--- src/rtl/c3z_pkg.sv ---
// Shared types and constants of the 3x3 zero-padded convolution core.
package c3z_pkg;

  localparam int MAX_WIDTH    = 1024;
  localparam int COL_W        = $clog2(MAX_WIDTH);
  localparam int WIDTH_W      = 11;
  localparam int HEIGHT_W     = 13;
  localparam int HEIGHT_LIMIT = 4096;
  localparam int WIDTH_RESET  = 1024;
  localparam int HEIGHT_RESET = 1024;

  localparam int PIX_W    = 8;
  localparam int COEF_W   = 16;
  localparam int KROW_W   = 48;
  localparam int PROD_W   = PIX_W + 1 + COEF_W;
  localparam int ROWSUM_W = PROD_W + 2;
  localparam int TOTAL_W  = ROWSUM_W + 2;
  localparam int RES_W    = 28;

  localparam int CMD_DEPTH = 4;
  localparam int CMD_PTR_W = $clog2(CMD_DEPTH);
  localparam int CMD_CNT_W = $clog2(CMD_DEPTH + 1);
  localparam int OUT_DEPTH = 8;
  localparam int OUT_PTR_W = $clog2(OUT_DEPTH);
  localparam int OUT_CNT_W = $clog2(OUT_DEPTH + 1);

  localparam int CFG_IDX_W = 3;

  typedef enum logic [CFG_IDX_W-1:0] {
    CFG_IMAGE_WIDTH   = 3'd0,
    CFG_IMAGE_HEIGHT  = 3'd1,
    CFG_KERNEL_TOP    = 3'd2,
    CFG_KERNEL_MIDDLE = 3'd3,
    CFG_KERNEL_BOTTOM = 3'd4
  } cfg_reg_e;

  typedef enum logic {
    ACTION_PIXEL = 1'b0,
    ACTION_DRAIN = 1'b1
  } action_e;

  typedef struct packed {
    logic             action;
    logic [PIX_W-1:0] pixel;
  } pixel_item_t;

  typedef struct packed {
    logic signed [RES_W-1:0] filtered;
    logic                    last;
  } result_t;

  typedef struct packed {
    logic                 valid;
    logic [CFG_IDX_W-1:0] index;
    logic [KROW_W-1:0]    data;
  } cfg_write_t;

  // One classified beat handed from the front to the back.
  typedef struct packed {
    logic [PIX_W-1:0] pix;
    logic [COL_W-1:0] col;
    logic             row_ge1;
    logic             row_ge2;
    logic             col_zero;
    logic             emit;
    logic             last;
  } cmd_t;

endpackage

--- src/rtl/c3z_out_queue.sv ---
// Result queue that feeds the output side.
module c3z_out_queue (
  input  logic             clk,
  input  logic             rst,
  input  logic             push,
  input  c3z_pkg::result_t push_item,
  input  logic             pop,
  output logic             empty,
  output c3z_pkg::result_t head
);
  import c3z_pkg::*;

  result_t              slots [OUT_DEPTH];
  logic [OUT_PTR_W-1:0] wr_ptr, rd_ptr;
  logic [OUT_CNT_W-1:0] count;

  assign empty = (count == '0);
  assign head  = slots[rd_ptr];

  always_ff @(posedge clk) begin
    if (push) begin
      slots[wr_ptr] <= push_item;
    end
  end

  always_ff @(posedge clk) begin
    if (rst) begin
      wr_ptr <= '0;
      rd_ptr <= '0;
      count  <= '0;
    end else begin
      if (push) begin
        wr_ptr <= wr_ptr + OUT_PTR_W'(1);
      end
      if (pop) begin
        rd_ptr <= rd_ptr + OUT_PTR_W'(1);
      end
      case ({push, pop})
        2'b10:   count <= count + OUT_CNT_W'(1);
        2'b01:   count <= count - OUT_CNT_W'(1);
        default: count <= count;
      endcase
    end
  end

endmodule

--- config.mk ---
export PLATFORM = sky130hd
export DESIGN_NAME = c3z_out_queue
export DESIGN_NICKNAME = d
export VERILOG_FILES = /design/src/rtl/c3z_pkg.sv /design/src/rtl/c3z_out_queue.sv
export SDC_FILE = /design/constraint.sdc
export NUM_CORES = 1
export LEC_CHECK = 0
export ABC_AREA = 1
export ABC_CLOCK_PERIOD_IN_PS = 3030
export BUFFER_PORTS_ARGS = -buffer_cell sky130_fd_sc_hd__buf_2
export CAP_MARGIN = 20
export CORE_ASPECT_RATIO = 0.75
export CORE_MARGIN = 1.5
export CORE_UTILIZATION = 41
export DETAILED_ROUTE_END_ITERATION = 12
export PLACE_DENSITY = 0.63
export SLEW_MARGIN = 20
export SYNTH_ARGS = -nofsm -noshare
export SYNTH_HDL_FRONTEND = slang
export SYNTH_SLANG_ARGS = --single-unit
export TNS_END_PERCENT = 1
--- constraint.sdc ---
create_clock -name clk -period 3.03 [get_ports clk]
set_input_delay 0.303 -clock clk [delete_from_list [all_inputs] [get_ports clk]]
set_output_delay 0.303 -clock clk [all_outputs]
set_load 0.05 [all_outputs]
**Yosys cells after proc, flatten, opt, wreduce, memory -nomap -nowiden**

Memories as Yosys holds them, arrays and structs flattened. A register that Yosys moved wholly into a read port is not among the register bits.
Cells that the tools add are included.

- Memory bits (writable): 232
- Word-level logic and storage cells: 17
- Output and inout port bits: 30
- Input port bits: 33
- Memories kept: 1
- Flip-flop bits (word level): 10

Memory list:

| name | words | width | rd ports | clocked after memory_dff | write ports | line | source |
|---|---|---|---|---|---|---|---|
| slots | 8 | 29 | 1 | 1 | 1 | c3z_out_queue.sv:13 | `result_t slots [OUT_DEPTH];` |

- Muxes and demuxes: 5
- Eq/ne operators: 2
- $add $sub $neg: 4
- Reductions and logical operators: 2

Operators with widths:

| operator | count |
|---|---|
| 4-bit case mux with 2 select lines | 1 |
| 3-bit by 1-bit adder with 3-bit output (second input constant) | 2 |
| 3-bit 2-to-1 mux | 2 |
| 4-bit by 1-bit adder with 4-bit output (second input constant) | 1 |
| 4-bit logical NOT | 1 |
| 4-bit by 1-bit subtractor with 4-bit output (second input constant) | 1 |
| 2-bit by 1-bit equality test with 1-bit output (second input constant) | 1 |
| 2-bit equality test (second input constant) | 1 |
| 1-bit 2-to-1 mux | 2 |
| 2-bit nonzero test | 1 |

**Depth between registers and ports, before layout**

- Word-level depth: 3
- Mapped depth: 11
- Mapped depth without buffers: 11

**Worst setup path before layout**

No wires, ideal clock.

- Path kind: input-to-reg
- Start point: input push
- End point: memory slots[0][0] (netlist name) (enable)
- Arrival: 1,935 ps
- Setup time: 415 ps
- Required time: 2,615 ps
- Stages on the path: 3
- Path buffers: 0
- Slack: 680 ps
- Path through: inv_1 or2_2 nor2_1

- Word-level cells in the longest chain between the ends: 2

RTL lines:

| item | line | source |
|---|---|---|
| start, declared | c3z_out_queue.sv:5 | `input logic push,` |
| 1-bit 2-to-1 mux | c3z_out_queue.sv:21 | `if (push) begin` |
| 1-bit 2-to-1 mux (not written as such) | c3z_out_queue.sv:22 | `slots[wr_ptr] <= push_item;` |
| end, declared | c3z_out_queue.sv:13 |  |

No other way between the ends.

==> flow_results.org <==
** Outcome
- The run finished with clean final reports.

** Global routing
- Global routing finished with a remaining overflow of 0.
- Overall Global Routing Usage :: 0.167
- Antenna violations before repair :: 2
- Largest net degree at the start of global routing :: between 80 and 90
- The first global-routing pass estimated ~32 mm of wire.
- The via count of the first global-routing pass came to roughly 5600.

** Logic synthesis
- Cell accounting for the most synthesized area :: sky130_fd_sc_hd__edfxtp_1
- The most common cell in the synthesized netlist is sky130_fd_sc_hd__edfxtp_1.
- In this run the cell area of the synthesized design comes to between 0.009 and 0.01 mm^2.
- Top cell type's share of synthesized area :: 0.720
- Top cell types by occurrence after synthesis :: sky130_fd_sc_hd__edfxtp_1 (232), sky130_fd_sc_hd__nor2_1 (134), sky130_fd_sc_hd__nand2_1 (103), sky130_fd_sc_hd__o21ai_0 (78), sky130_fd_sc_hd__o21ai_1 (40)
- Most area-consuming cells after synthesis :: sky130_fd_sc_hd__edfxtp_1 (72%), sky130_fd_sc_hd__nor2_1 (5.2%), sky130_fd_sc_hd__o21ai_0 (4.0%)
- Synthesis inferred about 250 register bits.
- Asr flop ratio synth :: 0
- Ys flop type :: sky130_fd_sc_hd__edfxtp_1
- Number of instances in the synthesized netlist :: 738
- Number of unique standard cell types used by synthesis :: 28
- Syn Nets :: a little under 800
- The average instance in the mapped netlist occupies 13.1 um^2.
- Post-synth EDFFs :: between 200 and 250
- Of the synthesized area, sequential elements account for 0.746.
- Yosys printed 0 warnings.

** Power
- Of the total power, the share spent switching nets is 0.242.
- The analysis attributes to cell leakage a power of between 3 and 4 nW.
- Int Pwr :: 5.99 mW
- Summed over all nets, the switching power comes to between 1.5 and 2 mW.
- The share of total power dissipated in combinational logic is 0.113.
- Sequential share of power :: 0.487
- The share of total power dissipated in the clock network is 0.400.
- Ratio of total power to cell area :: about 700 mW/mm^2
- Highest ir drop seen on vdd :: about 0.00042 V
- Total Power :: slightly below 8 mW

** Timing
- In this run the tightest slew margin relative to its limit is 0.520.
- Slew of the pin with the lowest slew margin :: between 0.7 and 0.8 ns
- Largest clock skew in the final design :: 0.0102 ns
- Setup repair after global routing missed its margin :: no
- Worst setup margin :: 0.264 ns
- In the finished design, the share of the clock period the worst path needs comes to 0.913.
- For the final routed database, the setup TNS stands at 0 ns.
- The final count of hold timing violations came to 0.
- Count of final setup violators :: 0
- Timing-limited maximum frequency :: 0.362 GHz
- Max-slew violation count :: 0
- Fin crit period :: between 2 and 3 ns

** Clocking
- TritonCTS clock tree :: done
- CTS clock-pin slew for the worst setup and hold paths :: about 0.06 ns
- Clk root buf :: sky130_fd_sc_hd__clkbuf_16
- Number of sinks on the clock net :: 245
- Maximum clock path buffer count :: 3
- After clock tree synthesis, the repair step resized 0 gates.
- After clock tree synthesis, the setup repair step added 0 buffers.
- Insertion delay to the later sink of the worst-skew pair :: around 0.5 ns
- H-Tree Depth :: 1
- The number of clock buffers added by TritonCTS is 24.
- Hold buffer count at CTS :: 0

** Final layout
- Post-layout util :: 0.486
- With fillers left out, the area of the finished cells amounts to about 0.011 mm^2.
- Compared with the post-synthesis result, the final layout area differs by 16.1%.
- In the final layout, the share of cells above drive strength 1 is 0.154.
- FILL cells :: roughly 2000
- For this run, the post-layout net count is 840.

** Floorplanning
- I/O Pins :: 63
- Die Span Y :: about 140 um
- The die is approximately 180 um wide.
- Area of the die :: 0.0246 mm^2
- The initial utilization of the core area, before any placement, comes to 0.419.
- Std-Cell Core Area :: around 0.023 mm^2
- In this run the core area contains 48 standard-cell rows.

** Placed design
- Worst setup slack after placement :: 0.876 ns
- Routability-driven placement finished with a final weighted congestion of slightly above 0.7.
- HPWL after detailed placement :: 11.5 mm
- The placed instances occupy a cell area of roughly 0.010 mm^2.
- # port buffers :: 62

** Detailed routing
- Routed wirelength normalized by instance count :: between 15 and 20 um
- Number of design rule violations left after detail routing :: 0
- First-pass DRT Iterations :: 5
- Post-route ant nets :: 0
- Post-DR vias/cell :: about 5.2
- After the first detailed-routing iteration, the DRC count stood at between 400 and 500.
- Sum of routed wire length over all layers :: 20.1 mm
- Overall via count from detail_route :: around 5800

** Worst setup path
- STA puts the critical path data arrival time at between 2 and 2.5 ns.
- Kind of start point of the critical path :: flop
- Crit Path Class :: reg -> out
- Across all register-to-register paths, the minimum setup slack is 1.13 ns.
- At the worst endpoint, the required time is between 2 and 3 ns.
- The worst setup path is captured at an output port.
- Critical path peak fanout :: just under 90

** Run
- The tool flagged a number of max-cap violations equal to 0.

** Worst hold path
- Path class of the lowest-slack min-delay path :: in -> reg
-- worst max-delay path, stage by stage, from the launching register on --
cell	delay [ns]
sky130_fd_sc_hd__dfxtp_4	0.59
sky130_fd_sc_hd__buf_12	0.38
sky130_fd_sc_hd__nor2_1	0.11
sky130_fd_sc_hd__nor2_1	0.10
sky130_fd_sc_hd__o21ai_1	0.08
sky130_fd_sc_hd__o21ai_1	0.10
sky130_fd_sc_hd__nand2_1	0.06
sky130_fd_sc_hd__nand2_1	0.14
sky130_fd_sc_hd__buf_2	0.28
-- through the flow --
| stage | instances | hold slack (ns) |
|---|---|---|
| 6_report | 1120 | 0.0492 |
| 5_1_grt | 1119 | 0.0505 |
| 4_1_cts | 1119 | 0.0383 |
| 3_5_place_dp | 1076 | 0.482 |
| 3_3_place_gp | 1076 | 0.476 |
| 2_1_floorplan | 738 | 0.402 |
-- area by class of cell --
class	instances	area, um^2	share of cell area
antenna	1	2.50	0.000223
clock buffer	31	658	0.0585
clock inverter	12	186	0.0166
inverter	13	51.3	0.00456
multi-input combinational	438	2200	0.196
sequential	245	7230	0.644
tap	300	375	0.0334
timing repair buffer	80	533	0.0474
-- cell usage in the layout, fill, tap and decap left out, drive strengths merged --
master / n
a21oi: 6
o21ai: 118
nor3b: 1
or2: 1
dfxtp: 13
nor2: 134
o22ai: 29
a211oi: 2
clkinv: 6
bufinv: 5
xnor2: 3
nand3: 4
diode: 1
edfxtp: 232
nand2: 103
clkinvlp: 1
buf: 80
inv: 13
nor3: 1
ha: 5
clkbuf: 31
mux2i: 29
nor4: 1
xor2: 1
-- power by group through the flow --
| stage | Combinational (mW) | Clock (mW) | Sequential [mW] |
|---|---|---|---|
| 2_1_floorplan | 0.682 | 0 | 3.89 |
| 3_3_place_gp | 0.887 | 0 | 3.92 |
| 3_5_place_dp | 0.899 | 0 | 3.92 |
| 4_1_cts | 0.902 | 3.22 | 3.85 |
| 5_1_grt | 0.977 | 3.35 | 3.86 |
| 6_report | 0.894 | 3.16 | 3.85 |
-- state kept, by name (all words and copies together), names as in the netlist, named ones only --
register and count:
slots 232, wr_ptr 3, count 4, rd_ptr 3
-- cells by family (layout without fill, tap and decap cells) --
| kind of cell | Yosys count | after routing | synth area share |
|---|---|---|---|
| compound gates | 155 | 155 | 0.0844 |
| xor+xnor | 4 | 4 | 0.00362 |
| fa+ha+maj | 5 | 5 | 0.00646 |
| buf+inv | 55 | 136 | 0.0326 |
| flops | 245 | 245 | 0.746 |
| mux | 29 | 29 | 0.0300 |
| other cells | 0 | 1 | 0 |
| simple gates | 245 | 245 | 0.0965 |
-- metal layers --
layer / part of all wire / global-route usage / wire, um
met5: 0.00065 / 0 / 13
met1: 0.48 / 0.243 / 9650
met4: 0.016 / 0.0383 / 329
met2: 0.44 / 0.259 / 8860
met3: 0.064 / 0.0356 / 1290
-- path summary, 6_finish.rpt --
kind,from,end,depth (start not counted)
max,flop,head[27],8
min reg2reg,rd_ptr[1],flop,2
max reg2reg,wr_ptr[0],slots[3][20],3
min,push_item[16],slots[7][16],1
Note: power is estimated with default switching activity, not from simulation.
