--- src/rtl/c3z_pkg.sv ---
// Shared types and constants of the 3x3 zero-padded convolution core.
package c3z_pkg;

  localparam int MAX_WIDTH    = 1024;
  localparam int COL_W        = $clog2(MAX_WIDTH);
  localparam int WIDTH_W      = 11;
  localparam int HEIGHT_W     = 13;
  localparam int HEIGHT_LIMIT = 4096;
  localparam int WIDTH_RESET  = 1024;
  localparam int HEIGHT_RESET = 1024;

  localparam int PIX_W    = 8;
  localparam int COEF_W   = 16;
  localparam int KROW_W   = 48;
  localparam int PROD_W   = PIX_W + 1 + COEF_W;
  localparam int ROWSUM_W = PROD_W + 2;
  localparam int TOTAL_W  = ROWSUM_W + 2;
  localparam int RES_W    = 28;

  localparam int CMD_DEPTH = 4;
  localparam int CMD_PTR_W = $clog2(CMD_DEPTH);
  localparam int CMD_CNT_W = $clog2(CMD_DEPTH + 1);
  localparam int OUT_DEPTH = 8;
  localparam int OUT_PTR_W = $clog2(OUT_DEPTH);
  localparam int OUT_CNT_W = $clog2(OUT_DEPTH + 1);

  localparam int CFG_IDX_W = 3;

  typedef enum logic [CFG_IDX_W-1:0] {
    CFG_IMAGE_WIDTH   = 3'd0,
    CFG_IMAGE_HEIGHT  = 3'd1,
    CFG_KERNEL_TOP    = 3'd2,
    CFG_KERNEL_MIDDLE = 3'd3,
    CFG_KERNEL_BOTTOM = 3'd4
  } cfg_reg_e;

  typedef enum logic {
    ACTION_PIXEL = 1'b0,
    ACTION_DRAIN = 1'b1
  } action_e;

  typedef struct packed {
    logic             action;
    logic [PIX_W-1:0] pixel;
  } pixel_item_t;

  typedef struct packed {
    logic signed [RES_W-1:0] filtered;
    logic                    last;
  } result_t;

  typedef struct packed {
    logic                 valid;
    logic [CFG_IDX_W-1:0] index;
    logic [KROW_W-1:0]    data;
  } cfg_write_t;

  // One classified beat handed from the front to the back.
  typedef struct packed {
    logic [PIX_W-1:0] pix;
    logic [COL_W-1:0] col;
    logic             row_ge1;
    logic             row_ge2;
    logic             col_zero;
    logic             emit;
    logic             last;
  } cmd_t;

endpackage

--- src/rtl/c3z_cmd_queue.sv ---
// Short command queue between the front end and the back end.
module c3z_cmd_queue (
  input  logic          clk,
  input  logic          rst,
  input  logic          push,
  input  c3z_pkg::cmd_t push_cmd,
  input  logic          pop,
  output logic          full,
  output logic          empty,
  output c3z_pkg::cmd_t head
);
  import c3z_pkg::*;

  cmd_t                 slots [CMD_DEPTH];
  logic [CMD_PTR_W-1:0] wr_ptr, rd_ptr;
  logic [CMD_CNT_W-1:0] count;

  assign full  = (count == CMD_CNT_W'(CMD_DEPTH));
  assign empty = (count == '0);
  assign head  = slots[rd_ptr];

  always_ff @(posedge clk) begin
    if (push) begin
      slots[wr_ptr] <= push_cmd;
    end
  end

  always_ff @(posedge clk) begin
    if (rst) begin
      wr_ptr <= '0;
      rd_ptr <= '0;
      count  <= '0;
    end else begin
      if (push) begin
        wr_ptr <= wr_ptr + CMD_PTR_W'(1);
      end
      if (pop) begin
        rd_ptr <= rd_ptr + CMD_PTR_W'(1);
      end
      case ({push, pop})
        2'b10:   count <= count + CMD_CNT_W'(1);
        2'b01:   count <= count - CMD_CNT_W'(1);
        default: count <= count;
      endcase
    end
  end

endmodule

--- config.mk ---
export PLATFORM = sky130hd
export DESIGN_NAME = c3z_cmd_queue
export DESIGN_NICKNAME = d
export VERILOG_FILES = /design/src/rtl/c3z_pkg.sv /design/src/rtl/c3z_cmd_queue.sv
export SDC_FILE = /design/constraint.sdc
export NUM_CORES = 1
export LEC_CHECK = 0
export BUFFER_PORTS_ARGS = -buffer_cell sky130_fd_sc_hd__buf_4
export CAP_MARGIN = 20
export CELL_PAD_IN_SITES_DETAIL_PLACEMENT = 1
export CELL_PAD_IN_SITES_GLOBAL_PLACEMENT = 2
export CORE_MARGIN = 5
export CORE_UTILIZATION = 40
export CTS_CLUSTER_SIZE = 24
export DETAILED_ROUTE_END_ITERATION = 16
export PLACE_DENSITY = 0.79
export SYNTH_ARGS = -nofsm -noshare
export SYNTH_HDL_FRONTEND = slang
export SYNTH_SLANG_ARGS = --single-unit
--- constraint.sdc ---
create_clock -name clk -period 2 [get_ports clk]
set_input_delay 0.4 -clock clk [delete_from_list [all_inputs] [get_ports clk]]
set_output_delay 0.4 -clock clk [all_outputs]
set_load 0.05 [all_outputs]
# Word level (Yosys, flattened, before mapping)
# Memories as Yosys holds them, arrays and structs flattened. A register that Yosys moved wholly into a read port is not among the register bits.
# Index checks and enable logic that the tools add are counted.
op_classes:
  mux: 5
  eq_ne: 3
  addsub: 4
  n_reduce_logical: 2
ops:
  columns: ["cell", "n"]
  rows:
  - ["$pmux W3 S2", 1]
  - ["$add A2 B1 Y2 const B", 2]
  - ["$mux W2", 2]
  - ["$add A3 B1 Y3 const B", 1]
  - ["$eq A3 B3 Y1 const B", 1]
  - ["$logic_not A3 Y1", 1]
  - ["$sub A3 B1 Y3 const B", 1]
  - ["$eq A2 B1 Y1 const B", 1]
  - ["$eq A2 B2 Y1 const B", 1]
  - ["$mux W1", 2]
  - ["$reduce_bool A2 Y1", 1]
totals:
  out_inout_bits: 25
  wordCells: 18
  ram_bits: 92
  n_memories: 1
  in_bits: 27
  regBits: 7
mem_list:
  columns: ["name", "words", "width", "read_ports", "rd_ports_with_merged_regs", "write_ports", "line", "rtl"]
  rows:
  - ["slots", 4, 23, 1, 1, 1, "c3z_cmd_queue.sv:14", "cmd_t slots [CMD_DEPTH];"]

# Depth between registers and ports, before layout
depth:
  ltp_word: 3
  mapped_depth: 7
  depth_no_buf: 7

# Worst setup path before layout
# OpenSTA, ideal clock, no wires.
synth_timing:
  kind: "register -> output"
  start: "reg count[1]"
  end: "out empty"
  path_stages_with_launch: 2
  slack_ns: 0.203
  arrival_time_ns: 1.397
  required_time_ns: 1.600
  n_path_buf: 0
  cell_sequence: "dfxtp_1 nor3_1"
synth_via:
  elab_chain_len: 1
synth_lines:
  columns: ["element", "line", "rtl"]
  rows:
  - ["from (decl)", "c3z_cmd_queue.sv:16", "logic [CMD_CNT_W-1:0] count;"]
  - ["from (signal assigned)", "c3z_cmd_queue.sv:41", "2'b10: count <= count + CMD_CNT_W'(1);"]
  - ["from (signal assigned)", "c3z_cmd_queue.sv:42", "2'b01: count <= count - CMD_CNT_W'(1);"]
  - ["from (signal assigned)", "c3z_cmd_queue.sv:43", "default: count <= count;"]
  - ["$logic_not A3 Y1", "c3z_cmd_queue.sv:19", "assign empty = (count == '0);"]
  - ["to (decl)", "c3z_cmd_queue.sv:9", "output logic empty,"]
# No other way between the ends.

==> summary.log <==
[critical_path] cell family with most CP delay multiplexers
[logic_synthesis] library cell occupying the most area in the post-synthesis netlist sky130_fd_sc_hd__edfxtp_1
[clocking] CTS buffer count 9
[critical_path] type of element capturing the critical path output pin
[placed_design] PortBufs 51
[timing] worst clock skew 0.00927 ns
[timing] setup tns final -0.0737 ns
[logic_synthesis] Cell Area, Synth 3790 µm²
[logic_synthesis] number of distinct library cell variants in the gate-level netlist after synthesis 22
[critical_path] worst endpoint data arrival time 1.63 ns
[logic_synthesis] part of the Yosys area used for sequential elements 0.777
[critical_path] sort of element at the start of the critical path flop
[critical_path] slowest library cell on the worst path sky130_fd_sc_hd__mux4_2
[detailed_routing] total number of vias 1,739
[grt] overall overflow remaining after global route 0
[final_layout] fraction of final layout cells with drive strength greater than 1 0.418
[clocking] clock root buffer sky130_fd_sc_hd__clkbuf_8
[clocking] clock-pin slew on the worst setup and hold paths 0.10 ns
[logic_synthesis] most frequent cells after synthesis sky130_fd_sc_hd__edfxtp_1, sky130_fd_sc_hd__mux4_2, sky130_fd_sc_hd__dfxtp_1
[detailed_routing] Antenna Violating Nets Remaining 0
[detailed_routing] WL met2 3500 µm
[final_layout] post-synthesis to final-layout area growth 23.0%
[final_layout] multi-input gate area in the final layout 746 µm²
[clocking] worst-skew pair later-pin latency 0.37 ns
[die] Die Ht 107 µm
[logic_synthesis] share of flip-flops with an asynchronous set or reset 0
[detailed_routing] routed wire length 6670 µm
[critical_path] ordered cell list for the critical path buf_12 -> mux4_2 -> buf_6
[timing] worst path setup slack after routing -0.0300 ns
[logic_synthesis] area fraction of the dominant cell type after synthesis 0.729
[clocking] hold buffer count at CTS 0
[logic_synthesis] Yosys reg bits 101
[final_layout] n_diodes 0
[timing] final critical-path required period 2.03 ns
[grt] first-pass GRT wire length 10,700 µm
[grt] number of antenna violations at the first check in global routing 0
[detailed_routing] number of detailed-route iterations in the first pass 4
[logic_synthesis] Synthesized Nets 200
[critical_path] largest fanout on the critical path 10
[die] Die Outline Area 11,500 µm²
[detailed_routing] Met3 Wirelength 319 µm
[logic_synthesis] Post-synth top flop sky130_fd_sc_hd__edfxtp_1
[status] result of the run finished, violations left
[timing] portion of the clock cycle consumed by the worst path in the final layout 1.01
[critical_path] sum of buffers and inverters on the critical path 2
[timing] Slew @ Worst Pin 0.373 ns
[die] row count 35
[logic_synthesis] EDFF count, synth 92
[power_and_ir_drop] Static Leak 0.00161 µW
[detailed_routing] post-detailed-route DRC marker count 0
[detailed_routing] Avg WL per Cell 18.2 µm
[power_and_ir_drop] peak supply drop 0.401 mV
[logic_synthesis] syn avg cell area 22.7 µm²
[clocking] deepest clock path buffer count 2
[clocking] TritonCTS Sinks 101
[die] starting density of the core 0.410
[final_layout] final net count 265
[detailed_routing] Starting DRT DRC Count 42
[power_and_ir_drop] power density of the placed cells 1000 nW/µm²
[timing] worst slew slack as a fraction of its limit 0.752
[grt] Overall Global Routing Usage 0.127
[die] top-level I/O count 52
[die] Die W 107 µm
[worst_hold_path] start point of the worst hold path push_cmd[8]
[grt] largest net degree at the start of global routing 24
[critical_path] r2r worst-path depth 5
[worst_hold_path] number of stages on the worst hold path 1
[grt] via count of the first global-routing pass 1,961
[run] max cap viols 0
[timing] # setup viols final 7
[power_and_ir_drop] Tot Pwr 4680 µW
[logic_synthesis] number of standard cells after synthesis 167
[status] failing checks setup timing
[logic_synthesis] Synth area leaders sky130_fd_sc_hd__edfxtp_1, sky130_fd_sc_hd__mux4_2, sky130_fd_sc_hd__dfxtp_1
[detailed_routing] uppermost layer routed met4
[logic_synthesis] number of synthesis warnings 0
[worst_hold_path] Hold/Removal Path Class input port to flop
[timing] Final Hold Violating Endpoints 0
[clocking] deepest level of the CTS H-tree 3
[critical_path] kind of critical path flop to output pin
[die] total core area 9240 µm²
[final_layout] filler cell count in the final layout 848
[clocking] TritonCTS clock tree built
[critical_path] startpoint of the worst register-to-register path count[0]
[detailed_routing] Vias/cell 4.75
[timing] setup repair after global routing missed its margin true
[placed_design] HPWL after detailed placement 4220 µm
[critical_path] worst stage delay on the critical path 0.54 ns
[critical_path] critical path depth 3
[logic_synthesis] most frequent cell after synthesis sky130_fd_sc_hd__edfxtp_1
[timing] max-slew violations 0
[placed_design] placer congestion estimate 0.671
[timing] achievable frequency 493 MHz
[final_layout] register area 2950 µm²
[placed_design] placement-stage worst setup slack 0.131 ns
[detailed_routing] DRT met1 WL 2730 µm
[critical_path] endpoint required time on the critical path 1.60 ns
per-stage QoR:
stage | cell area [µm²] | hold slack, ns | utilization | std cells
4_1_cts | 4680 | 0.221 | 0.506 | 367
3_3_place_gp | 4340 | 0.499 | 0.470 | 349
3_5_place_dp | 4340 | 0.507 | 0.470 | 349
6_report | 4660 | 0.230 | 0.504 | 366
5_1_grt | 4660 | 0.203 | 0.504 | 366
2_1_floorplan | 3790 | 0.467 | - | 167
area by class of cell:
| type | instances | share of cell area |
|---|---|---|
| inverters | 6 | 0.00483 |
| clock inverters | 6 | 0.0185 |
| clock buffers | 10 | 0.0274 |
| repair buffers | 60 | 0.122 |
| well taps | 129 | 0.0346 |
| multi-input cells | 54 | 0.160 |
| flip-flops and latches | 101 | 0.632 |
cell usage in the layout (no fill, tap or decap):
cell type / synthesis / final
sky130_fd_sc_hd__a21oi_1: 2 / 2
sky130_fd_sc_hd__buf_12: 2 / 2
sky130_fd_sc_hd__buf_4: 0 / 34
sky130_fd_sc_hd__clkbuf_8: 0 / 9
sky130_fd_sc_hd__nor2_1: 8 / 8
sky130_fd_sc_hd__fa_1: 1 / 1
sky130_fd_sc_hd__inv_1: 6 / 6
sky130_fd_sc_hd__o21ai_0: 1 / 1
sky130_fd_sc_hd__bufinv_16: 0 / 2
sky130_fd_sc_hd__nand2_1: 1 / 1
sky130_fd_sc_hd__dfxtp_4: 0 / 1
sky130_fd_sc_hd__xnor2_1: 2 / 2
sky130_fd_sc_hd__ha_1: 5 / 5
sky130_fd_sc_hd__clkbuf_1: 1 / 1
sky130_fd_sc_hd__clkinvlp_4: 0 / 1
sky130_fd_sc_hd__buf_8: 0 / 1
sky130_fd_sc_hd__nor3_1: 1 / 1
sky130_fd_sc_hd__xor2_1: 3 / 3
sky130_fd_sc_hd__mux4_2: 20 / 23
sky130_fd_sc_hd__or3_1: 1 / 1
sky130_fd_sc_hd__dfxtp_1: 9 / 8
sky130_fd_sc_hd__buf_6: 1 / 23
sky130_fd_sc_hd__mux2i_1: 1 / 1
sky130_fd_sc_hd__inv_6: 0 / 1
sky130_fd_sc_hd__and2_1: 4 / 4
sky130_fd_sc_hd__clkinv_2: 0 / 2
sky130_fd_sc_hd__edfxtp_1: 92 / 92
sky130_fd_sc_hd__and3_1: 1 / 1
worst register-to-register path, cell delays in order (launching register included):
cell and delay [ns]:
sky130_fd_sc_hd__dfxtp_1 0.38, sky130_fd_sc_hd__inv_1 0.08, sky130_fd_sc_hd__fa_1 0.43, sky130_fd_sc_hd__xor2_1 0.16
sky130_fd_sc_hd__or3_1 0.30, sky130_fd_sc_hd__a21oi_1 0.14
registers in the layout (all words and copies together), names as in the netlist, named ones only:
register / flops
count: 3
rd_ptr: 2
slots: 92
wr_ptr: 2
report_power, final:
| part | leakage, µW | switching, µW | internal [µW] | total (µW) |
|---|---|---|---|---|
| registers | 0.000920 | 36.4 | 2410 | 2450 |
| logic | 0.000579 | 510 | 345 | 855 |
| clock network | 0.000107 | 667 | 705 | 1370 |
| total | 0.00161 | 1210 | 3460 | 4680 |
cell families after synthesis:
group | Yosys count | synth area share
buffers and inverters | 12 | 0.0231
multiplexers | 24 | 0.142
flip-flops | 101 | 0.777
AND/OR/NAND/NOR | 16 | 0.0202
XOR/XNOR | 5 | 0.0116
AO/OA/AOI/OAI | 3 | 0.00396
adder cells (fa/ha/maj) | 6 | 0.0218
what timing repair did:
item,4_1_cts,5_1_grt
endpoints found under the setup margin,22,23
gates resized for setup,28,2
setup buffers,1,0
gates cloned,1,0
routing by layer:
layer | GRT usage | vias up
met5 | 0 | -
met2 | 0.210 | 37
li1 | - | 795
met4 | 0.0575 | 0
met3 | 0.0342 | 10
met1 | 0.157 | 897
final timing paths:
path	end	slack, ns
min reg2reg	count[2]	0.52
max reg2reg	count[2]	0.44
min	slots[0][8]	0.23
max	head[7]	-0.03
Note: power is estimated with default switching activity, not from simulation.
