`src/rtl/c3z_pkg.sv`:
```
// Shared types and constants of the 3x3 zero-padded convolution core.
package c3z_pkg;

  localparam int MAX_WIDTH    = 1024;
  localparam int COL_W        = $clog2(MAX_WIDTH);
  localparam int WIDTH_W      = 11;
  localparam int HEIGHT_W     = 13;
  localparam int HEIGHT_LIMIT = 4096;
  localparam int WIDTH_RESET  = 1024;
  localparam int HEIGHT_RESET = 1024;

  localparam int PIX_W    = 8;
  localparam int COEF_W   = 16;
  localparam int KROW_W   = 48;
  localparam int PROD_W   = PIX_W + 1 + COEF_W;
  localparam int ROWSUM_W = PROD_W + 2;
  localparam int TOTAL_W  = ROWSUM_W + 2;
  localparam int RES_W    = 28;

  localparam int CMD_DEPTH = 4;
  localparam int CMD_PTR_W = $clog2(CMD_DEPTH);
  localparam int CMD_CNT_W = $clog2(CMD_DEPTH + 1);
  localparam int OUT_DEPTH = 8;
  localparam int OUT_PTR_W = $clog2(OUT_DEPTH);
  localparam int OUT_CNT_W = $clog2(OUT_DEPTH + 1);

  localparam int CFG_IDX_W = 3;

  typedef enum logic [CFG_IDX_W-1:0] {
    CFG_IMAGE_WIDTH   = 3'd0,
    CFG_IMAGE_HEIGHT  = 3'd1,
    CFG_KERNEL_TOP    = 3'd2,
    CFG_KERNEL_MIDDLE = 3'd3,
    CFG_KERNEL_BOTTOM = 3'd4
  } cfg_reg_e;

  typedef enum logic {
    ACTION_PIXEL = 1'b0,
    ACTION_DRAIN = 1'b1
  } action_e;

  typedef struct packed {
    logic             action;
    logic [PIX_W-1:0] pixel;
  } pixel_item_t;

  typedef struct packed {
    logic signed [RES_W-1:0] filtered;
    logic                    last;
  } result_t;

  typedef struct packed {
    logic                 valid;
    logic [CFG_IDX_W-1:0] index;
    logic [KROW_W-1:0]    data;
  } cfg_write_t;

  // One classified beat handed from the front to the back.
  typedef struct packed {
    logic [PIX_W-1:0] pix;
    logic [COL_W-1:0] col;
    logic             row_ge1;
    logic             row_ge2;
    logic             col_zero;
    logic             emit;
    logic             last;
  } cmd_t;

endpackage

```
`src/rtl/c3z_front.sv`:
```
// Front end: raster position tracking, frame restart and classification of each beat.
module c3z_front (
  input  logic                 clk,
  input  logic                 rst,
  input  c3z_pkg::cfg_write_t  cfg,
  input  logic                 accept,
  input  c3z_pkg::pixel_item_t item,
  output logic                 cmd_push,
  output c3z_pkg::cmd_t        cmd
);
  import c3z_pkg::*;

  logic [WIDTH_W-1:0]  width_eff;
  logic [HEIGHT_W-1:0] height_eff;
  logic [HEIGHT_W-1:0] in_row, out_row;
  logic [COL_W-1:0]    in_col, out_col;

  logic [HEIGHT_W-1:0] in_row_next, out_row_next;
  logic [COL_W-1:0]    in_col_next, out_col_next;

  logic [WIDTH_W-1:0]  width_req, width_set;
  logic [HEIGHT_W-1:0] height_req, height_set;

  logic                is_drain, frame_done, ignore, restart;
  logic [HEIGHT_W-1:0] row_e, orow_e;
  logic [COL_W-1:0]    col_e, ocol_e;
  logic                col_wrap, ocol_wrap, emit, last;

  // Clamp the requested frame size.
  always_comb begin
    width_req  = cfg.data[WIDTH_W-1:0];
    height_req = cfg.data[HEIGHT_W-1:0];
    if (width_req == '0) begin
      width_set = WIDTH_W'(1);
    end else if (width_req > WIDTH_W'(MAX_WIDTH)) begin
      width_set = WIDTH_W'(MAX_WIDTH);
    end else begin
      width_set = width_req;
    end
    if (height_req == '0) begin
      height_set = HEIGHT_W'(1);
    end else if (height_req > HEIGHT_W'(HEIGHT_LIMIT)) begin
      height_set = HEIGHT_W'(HEIGHT_LIMIT);
    end else begin
      height_set = height_req;
    end
  end

  always_comb begin
    is_drain   = (item.action == ACTION_DRAIN);
    frame_done = (in_row >= height_eff);
    ignore     = is_drain && !frame_done;
    restart    = !is_drain && frame_done;

    row_e  = restart ? '0 : in_row;
    col_e  = restart ? '0 : in_col;
    orow_e = restart ? '0 : out_row;
    ocol_e = restart ? '0 : out_col;

    col_wrap  = (({1'b0, col_e} + WIDTH_W'(1)) == width_eff);
    ocol_wrap = (({1'b0, ocol_e} + WIDTH_W'(1)) == width_eff);

    emit = ((row_e >= HEIGHT_W'(2)) || ((row_e != '0) && (col_e != '0)))
           && (orow_e < height_eff);
    last = emit && (orow_e == (height_eff - HEIGHT_W'(1))) && ocol_wrap;

    cmd_push     = accept && !ignore;
    cmd.pix      = is_drain ? '0 : item.pixel;
    cmd.col      = col_e;
    cmd.row_ge1  = (row_e != '0);
    cmd.row_ge2  = (row_e >= HEIGHT_W'(2));
    cmd.col_zero = (col_e == '0);
    cmd.emit     = emit;
    cmd.last     = last;

    in_col_next = col_wrap ? '0 : col_e + COL_W'(1);
    in_row_next = col_wrap ? row_e + HEIGHT_W'(1) : row_e;
    if (emit) begin
      out_col_next = ocol_wrap ? '0 : ocol_e + COL_W'(1);
      out_row_next = ocol_wrap ? orow_e + HEIGHT_W'(1) : orow_e;
    end else begin
      out_col_next = ocol_e;
      out_row_next = orow_e;
    end
    // Final result of the frame: start over.
    if (last) begin
      in_col_next  = '0;
      in_row_next  = '0;
      out_col_next = '0;
      out_row_next = '0;
    end
  end

  always_ff @(posedge clk) begin
    if (rst) begin
      width_eff  <= WIDTH_W'(WIDTH_RESET);
      height_eff <= HEIGHT_W'(HEIGHT_RESET);
      in_row     <= '0;
      in_col     <= '0;
      out_row    <= '0;
      out_col    <= '0;
    end else if (cfg.valid && (cfg.index == CFG_IMAGE_WIDTH)) begin
      width_eff <= width_set;
      in_row    <= '0;
      in_col    <= '0;
      out_row   <= '0;
      out_col   <= '0;
    end else if (cfg.valid && (cfg.index == CFG_IMAGE_HEIGHT)) begin
      height_eff <= height_set;
      in_row     <= '0;
      in_col     <= '0;
      out_row    <= '0;
      out_col    <= '0;
    end else if (cmd_push) begin
      in_row  <= in_row_next;
      in_col  <= in_col_next;
      out_row <= out_row_next;
      out_col <= out_col_next;
    end
  end

`ifndef NO_ASSERTIONS
  a_last_restarts: assert property (@(posedge clk) disable iff (rst)
    cmd_push && cmd.last |=> (in_row == '0) && (in_col == '0)
                             && (out_row == '0) && (out_col == '0))
    else $error("frame counters not restarted after final result");
`endif

endmodule

```
`config.mk`:
```
export PLATFORM = sky130hd
export DESIGN_NAME = c3z_front
export DESIGN_NICKNAME = d
export VERILOG_FILES = /design/src/rtl/c3z_pkg.sv /design/src/rtl/c3z_front.sv
export SDC_FILE = /design/constraint.sdc
export NUM_CORES = 1
export LEC_CHECK = 0
export BUFFER_PORTS_ARGS = -buffer_cell sky130_fd_sc_hd__buf_4
export CAP_MARGIN = 20
export CORE_MARGIN = 2
export CORE_UTILIZATION = 25
export CTS_BUF_LIST = sky130_fd_sc_hd__clkbuf_8
export DETAILED_ROUTE_END_ITERATION = 16
export GPL_ROUTABILITY_DRIVEN = 0
export SETUP_SLACK_MARGIN = 0.4
export SLEW_MARGIN = 15
export SYNTH_ARGS = -nofsm -noshare
export SYNTH_HDL_FRONTEND = slang
export SYNTH_SLANG_ARGS = --single-unit
```
`constraint.sdc`:
```
create_clock -name clk -period 7.7 [get_ports clk]
set_input_delay 0.385 -clock clk [delete_from_list [all_inputs] [get_ports clk]]
set_output_delay 0.385 -clock clk [all_outputs]
set_load 0.01 [all_outputs]
```
Word level (Yosys, flattened, before mapping):

Cells that the tools add are included.

* flip-flop bits (word level): 70
* input bits: 64
* logic and storage cells: 63
* output and inout bits: 24

* eq/ne operators: 4
* order comparisons: 5
* bitwise gates (word level): 1
* reductions and logical operators: 21
* add/subtract/negate cells: 7
* muxes and demuxes: 19

Operators with widths (count)
* $mux 13: 9
* $mux 10: 7
* $add 13x1->13 const B: 2
* $add 10x1->11 const B: 2
* $eq 11x11->1: 2
* $mux 11: 2
* $add 10x1->10 const B: 2
* $eq 13x13->1: 1
* $ge 13x13->1: 1
* $ge 13x2->1 const B: 1
* $gt 13x13->1 const B: 1
* $logic_not 13->1: 1
* $lt 13x13->1: 1
* $reduce_bool 13->1: 1
* $sub 13x1->13 const B: 1
* $gt 11x11->1 const B: 1
* $logic_not 11->1: 1
* $logic_not 10->1: 1
* $reduce_bool 10->1: 1
* $logic_and 1x1->1: 9
* $mux 8: 1
* $eq 3x1->1 const B: 1
* $logic_not 1->1: 3
* $logic_not 3->1: 1
* other kinds (4): 4

Depth between registers and ports, before layout:

Gate-level depths: netlist (run 1).

* depth after elaboration: 10
* gate-level depth with buffers: 26
* mapped depth without buffers: 19

Worst setup path before layout (run 1):

Ideal clock, no wire load.

* path type: reg-to-reg
* from: register height_eff[11]
* to: register in_row[12]
* data required time: 7626 ps
* arrival time: 5384 ps
* clock period less this slack: 5458 ps
* path buffers: 5
* library setup time: 74 ps
* setup slack: 2242 ps
* cell stages (with the launch flop): 23
* cell sequence: dfxtp_1 clkbuf_1 inv_1 ha_1 nand4_2 nor3_2 o21a_1 buf_2 o31ai_4 clkbuf_1 clkbuf_1 clkbuf_1 and2_1 ha_1 nand3_1 nor3_1 o22ai_1 o311ai_0 o311ai_0 a2111oi_1 nand4_1 or4_1 a31oi_1

RTL lines
* start, declared: line c3z_front.sv:14 `logic [HEIGHT_W-1:0] height_eff;`
* start signal, assigned: line c3z_front.sv:97 `height_eff <= HEIGHT_W'(HEIGHT_RESET);`
* start signal, assigned: line c3z_front.sv:109 `height_eff <= height_set;`
* end signal, assigned: line c3z_front.sv:115 `in_row <= in_row_next;`
* end, declared: line c3z_front.sv:15 `logic [HEIGHT_W-1:0] in_row, out_row;`

==> results.md, run 1 <==
* Die area at 0.0257 mm^2
* DRT Pass-1 Iters at 5
* Leakage Power at between 0.002 and 0.003 uW
* Library cell with the largest summed area after synthesis: dfxtp_1
* Hold_buf cts at 0
* Total met2 wirelength after detailed routing at about 10 mm
* Clock slew seen by the registers of the worst setup and hold paths at 90 ps
* Total CTS buffers at 9
* Top-area cell type share of the netlist area at 22.9%
* Fraction of the yosys area taken by sequential cells at between 20% and 30%
* Crit path capture type: output pin
* Hold violation total from the final report at 0
* Syn avg cell area at 7.36 um^2
* Final routed DRC violation total at 0
* Core region area at 0.0242 mm^2
* Worst path cell trace: inv_1 -> ha_1 -> nand4_2 -> nor3_2 -> o21a_1 -> o31ai_4 -> buf_4 -> and2_1 -> ha_1 -> nand3_1 -> xor2_1 -> nor3_1 -> a21oi_1 -> o311ai_0 -> nor4b_2 -> and4b_1 -> nand3_4 -> clkinv_4 -> buf_4
* Placed Area at ~0.0067 mm^2
* Number of buffers inserted by port buffering at between 50 and 60
* Number of top-level design ports at 88
* Area of all placed cells without fillers at 0.00695 mm^2
* Library cell with the highest instance count after synthesis: nor2_1
* Clock tree from TritonCTS: yes
* Nets@finish at 947
* Maximum buffer depth of the clock tree at 2
* Vias at 6,367
* Cell type group with the largest total delay on the critical path: simple AND/OR/NAND/NOR gates
* Library cell contributing the largest single delay on the critical path: and4b_1
* Cell at the root of the clock tree: clkbuf_8
* Global router's overall resource usage at about 16%
* Fraction of layout cells with a size suffix above 1 at 11.8%
* Post-route fraction of the period consumed by the critical path at between 70 and 80%
* Most numerous cell types in the synthesized netlist: nor2_1 (79), nand2_1 (75), dfxtp_1 (70)
* CP Max Fanout at 24
* Wire length of the first global-routing pass at between 30 and 40 mm
* Yosys cell types at 87
* Final Instance Count excl. Fillers at 1,178
* Wire length on met1 at 8.68 mm
* Count of yosys warnings during synthesis at 0
* Timing startpoint of the critical path: height_eff[11]
* Ratio of routed vias to standard cells at ~5.4
* Filler cells at 2,607
* Worst clock skew at 17.5 ps
* Post-detailed-route count of antenna-violating nets at 0
* Worst hold path class: input port to flop
* Sinks on the clock net at 70
* Overall die width at 160 um
* Htree depth at 3
* Buffers inserted by post-CTS timing repair at 0
* Worst Path Buf+Inv at 4
* FF+latch count, synth at 70
* Total power divided by cell area at 118 mW/mm^2
* Most frequently used flop master after synthesis: dfxtp_1
* EDFF count, synth at 0
* Post-layout minimum cycle time at 6070 ps
* Syn Nets at 930
* Cells after synthesis at 832
* Number of endpoints failing setup at the final stage at 0
* Run status: complete, no violations
* Data arrival, critical path at 5690 ps
* Final WL at 20.0 mm
* Source-to-sink clock delay at the later pin of the worst-skew pair at 370 ps
* Startpoint of the tightest hold check path: cfg[1]
* Max rail drop VDD at 0.0711 mV
* CP Launch Type: flop
* Worst reg2reg startpoint: height_eff[11]
* Post-Syn Area at 0.00612 mm^2
* Uppermost signal routing layer after detailed routing: met4
* Final hold slack at 251 ps
* Pins over their slew limit at 0
* Required time worst endpoint at 7320 ps
* Via count of the first global-routing pass at 6,089
* Async S/R FF share, synth at 0%
* Layout Area Growth over Synthesis at 13.6%
* Slew at the pin with the worst max-slew slack at between 900 and 1000 ps
* Cell Rows at 57
* WL per Instance at 17.0 um
* RSZ-0062 raised after global routing: false
* Number of instances resized during post-cts repair at 0
* Worst rel slew slack at 34.3%
* DRC violation total after the first TritonRoute iteration at 586
* Initial core utilization at between 20% and 30%
* Total negative setup slack at 0 ps
* Biggest cell delay along the critical path at 750 ps
* Placed instance count at 1,162
* Total met3 wirelength after detailed routing at 967 um
* Class of the most critical setup path: flop to output pin
* DPL Wire Length at 15.1 mm
* Diode insertion count for antenna repair at 0
* Antenna violations before repair at 0
* Max Freq at 0.165 GHz
* Synth area leaders: dfxtp_1 (23%), ha_1 (7.0%), nor2_1 (4.8%), nand2_1 (4.6%), nand3_1 (3.2%)
* # Max-Cap Violations at 0
* Global route overflow at 0
* Height of the die at roughly 160 um
* Largest net degree at the start of global routing at 42
## path summary, 6_finish.rpt
kind                                        to  slack [ps]  depth (start not counted)
worst min-delay path             height_eff[1]         250                          2
worst max-delay path                    cmd[0]        1630                         19
worst max register to register      in_row[12]        1790                         19
worst min register to register  height_eff[12]         460                          2
## routing by layer
layer,vias up,global-route usage [%]
met4,0,5.86
li1,3134,-
met1,2985,20.0
met2,207,26.7
met5,-,0
met3,41,1.83
## state kept, by name, indices dropped and copies added (netlist names)
signal      cells
out_col        10
width_eff      11
out_row        13
in_row         13
in_col         10
height_eff     13
## layout make-up
type	instances	area (um^2)	area share, %
flip-flops and latches	70	1400	20.2
repair buffers	58	435	6.26
well taps	324	405	5.83
inverters	44	170	2.45
multi-input cells	666	4330	62.3
clock inverters	6	70.1	1.01
clock buffers	10	138	1.98
## power breakdown
| group | switching [uW] | internal (uW) |
|---|---|---|
| Sequential | 7.83 | 366 |
| Clock | 167 | 160 |
| Combinational | 73.5 | 47.5 |
| Total | 248 | 573 |
## cells by family after synthesis
family / Yosys count / share of synthesized area, %
buf+inv: 96 / 6.44
fa+ha+maj: 36 / 7.28
flops: 70 / 22.9
xor+xnor: 29 / 4.60
simple gates: 382 / 33.5
compound gates: 212 / 24.1
mux: 7 / 1.17
## stage by stage
stage / utilization (%) / worst slack (ps) / power (uW)
floorplan: - / 2240 / 455
global placement: 27.9 / 1920 / 500
detailed placement: 27.9 / 1820 / 501
CTS: 28.8 / 1630 / 824
global route: 28.8 / 1190 / 852
finish: 28.8 / 1630 / 821
## cell usage in the layout, fill, tap and decap left out, drive strengths merged, types with 14 or more instances in the layout
cell type	n
nor2	79
nand2	75
dfxtp	70
buf	58
o21ai	53
inv	43
nand3	41
ha	34
a21oi	33
nor3	32
nand4	27
and2	26
a31oi	23
xnor2	20
nor4	17
and3	14
a22o	14
Note: power is estimated with default switching activity, not from simulation.
==> run 2: changes to the inputs <==
==> constraint.sdc (replaced) <==
create_clock -name clk -period 5.4 [get_ports clk]
set_input_delay 0.27 -clock clk [delete_from_list [all_inputs] [get_ports clk]]
set_output_delay 0.27 -clock clk [all_outputs]
set_load 0.01 [all_outputs]
==> run 2 against run 1 <==
Sequential power rose by 43%. Wire length rose by 3.7%. Final cell count rose by 3.0%. Highest routed layer unchanged. Combinational power rose by 55%. Critical endpoint unchanged.
==> results.md, run 2 (same netlist as run 1, synthesis figures left out) <==
* Antenna violations before repair at 0 (unchanged)
* Global router's overall resource usage at 16.1% (+0.52 points)
* Crit path capture type: output pin
* Number of buffers inserted by port buffering at 52 (unchanged)
* Diode insertion count for antenna repair at 0 (unchanged)
* Cell seen most often among critical-path stages: buf_4
* WL per Instance at 17.1 um (+0.74%)
* Global route overflow at 0 (unchanged)
* Maximum buffer depth of the clock tree at 2 (unchanged)
* Post-detailed-route count of antenna-violating nets at 0 (unchanged)
* CP Max Fanout at 8 (-67%)
* Total power divided by cell area at 168 mW/mm^2 (+42%)
* CP Launch Type: flop
* Height of the die at 160 um (unchanged)
* Fraction of power consumed by the clock network at 41.7% (+1.9 points)
* Nets@finish at 982 (+3.7%)
* Most common cell after layout, fill and taps aside: buf_4
* Class of the most critical setup path: flop to output pin
* Total negative setup slack at 0 ps (unchanged)
* Wire length of the first global-routing pass at 33.2 mm (+1.4%)
* Ratio of routed vias to standard cells at 5.42 (+0.24%)
* Layout Area Growth over Synthesis at 20.2%
* Post-route fraction of the period consumed by the critical path at 87.3%
* Filler cells at 2,626 (+0.73%)
* Final routed DRC violation total at 0 (unchanged)
* # Max-Cap Violations at 0 (unchanged)
* Overall die width at 160 um (unchanged)
* Reg power frac at 43.1% (-2.4 points)
* Leakage Power at 0.00274 uW (+8.1%)
* Fraction of layout cells with a size suffix above 1 at 17.3% (+5.5 points)
* Slew at the pin with the worst max-slew slack at 1050 ps (+66.5 ps)
* Most used cells in the layout excluding fill and tap cells: buf_4 (89), nor2_1 (78), nand2_1 (75)
* Data arrival, critical path at 4450 ps (-1240 ps)
* Wire length on met1 at 8.81 mm (+1.6%)
* Hold_buf cts at 0 (unchanged)
* RSZ-0062 raised after global routing: false
* Uppermost signal routing layer after detailed routing: met4
* Placed Area at 0.00696 mm^2 (+3.2%)
* DRT Pass-1 Iters at 5 (unchanged)
* Clock slew seen by the registers of the worst setup and hold paths at 80 ps (about the same)
* Source-to-sink clock delay at the later pin of the worst-skew pair at 390 ps (+20 ps)
* Clock tree from TritonCTS: yes
* Cell-internal power at 874 uW (+53%)
* Worst hold path class: input port to flop
* Worst path cell trace: inv_1 -> ha_1 -> nand4_4 -> nor3_2 -> o21a_1 -> o31ai_4 -> buf_4 -> and2_1 -> ha_4 -> and3_1 -> xnor2_1 -> o32ai_1 -> a221oi_1 -> nor3_1 -> and4b_1 -> buf_6 -> nand3_4 -> clkinv_4 -> buf_4
* Max rail drop VDD at 0.119 mV (+67%)
* Number of top-level design ports at 88 (unchanged)
* Core region area at 0.0242 mm^2 (unchanged)
* Biggest cell delay along the critical path at 440 ps (-310 ps)
* Worst rel slew slack at 29.8% (-4.5 points)
* Vias at 6,572 (+3.2%)
* Max Freq at 0.212 GHz
* DRC violation total after the first TritonRoute iteration at 603 (+2.9%)
* Number of endpoints failing setup at the final stage at 0 (unchanged)
* Switch Pwr at 359 uW (+45%)
* Library cell contributing the largest single delay on the critical path: a221oi_1
* Sinks on the clock net at 70 (unchanged)
* Largest net degree at the start of global routing at 41 (-2.4%)
* Area of all placed cells without fillers at 0.00736 mm^2 (+5.8%)
* Final WL at 20.7 mm (+3.7%)
* Initial core utilization at 25.3% (unchanged)
* Cell at the root of the clock tree: clkbuf_8
* Sw Ratio at 29.1% (-1.1 points)
* Via count of the first global-routing pass at 6,154 (+1.1%)
* Total CTS buffers at 9 (unchanged)
* Total met3 wirelength after detailed routing at 950 um (-1.8%)
* Post-layout minimum cycle time at 4720 ps
* Hold violation total from the final report at 0 (unchanged)
* Cell Rows at 57 (unchanged)
* Die area at 0.0257 mm^2 (unchanged)
* Cell type group with the largest total delay on the critical path: simple AND/OR/NAND/NOR gates
* Largest registers in the final layout: height_eff x13, in_row x13, out_row x13
* Required time worst endpoint at 5130 ps (-2190 ps)
* Final hold slack at 110 ps (-141 ps)
* Pins over their slew limit at 0 (unchanged)
* Htree depth at 3 (unchanged)
* Combinational group share of total power at 15.2% (+0.5 points)
* Worst reg-to-reg setup slack at 730 ps (-1060 ps)
* Run status: complete, no violations
* Worst Path Buf+Inv at 5 (+1)
* Worst clock skew at 16.4 ps (-1.13 ps)
* Total met2 wirelength after detailed routing at 9.97 mm (+2.2%)
* DPL Wire Length at 15.8 mm (+4.8%)
==> run 2: what timing repair did <==
action	CTS	global route
setup endpoints to repair	6	44
resized for setup	2	23
hold endpoints to repair	0	0
pin swaps	2	10
setup buffers	2	9
==> run 2: worst reg2reg max path, stage by stage (launching register included) <==
cell and delay, ps:
dfxtp_1 380, inv_1 160, ha_1 360, nand4_4 110
nor3_2 230, o21a_1 250, o31ai_4 100, buf_4 170
and2_1 180, ha_4 190, and3_1 220, xnor2_1 280
o32ai_1 140, a221oi_1 440, nor3_1 80, and4b_1 220
buf_6 140, buf_4 150, nor3_1 470, nand3_1 140
a31oi_1 180
==> run 2: cell type report <==
class                           count  area (um^2)  area share [%]
Multi-Input combinational cell    666         4420            60.0
Sequential cell                    70         1410            19.1
Timing Repair Buffer               93          726            9.86
Tap cell                          324          405            5.51
Inverter                           44          170            2.31
Clock buffer                       10          138            1.87
Clock inverter                      6         93.8            1.28
==> run 2: layer usage <==
layer,GRT usage (%),up-vias
li1,-,3191
met3,2.45,60
met5,0,-
met1,19.3,3115
met2,27.5,206
met4,8.89,0
==> run 2: path summary, 6_finish.rpt <==
kind / from / to / depth (start not counted)
hold reg to reg: height_eff[12] / height_eff[12] / 2
setup / recovery: height_eff[9] / cmd[0] / 19
setup reg to reg: height_eff[9] / out_col[2] / 20
hold / removal: cfg[48] / height_eff[0] / 2
==> run 2: stage by stage <==
stage / setup slack, ps / instances / utilization (%) / total power, uW
floorplan: 410 / 832 / - / 651
global placement: 422 / 1186 / 28.8 / 723
detailed placement: 368 / 1186 / 28.8 / 725
CTS: 417 / 1204 / 29.8 / 1240
global route: 387 / 1213 / 30.4 / 1280
finish: 684 / 1213 / 30.4 / 1230
==> run 2: power groups by stage <==
stage | clock, uW | sequential (uW) | combinational, uW
after global routing | 545 | 533 | 204
after detailed placement | 0 | 544 | 181
after floorplan | 0 | 538 | 113
after CTS | 524 | 532 | 182
after global placement | 0 | 543 | 180
final | 514 | 532 | 188
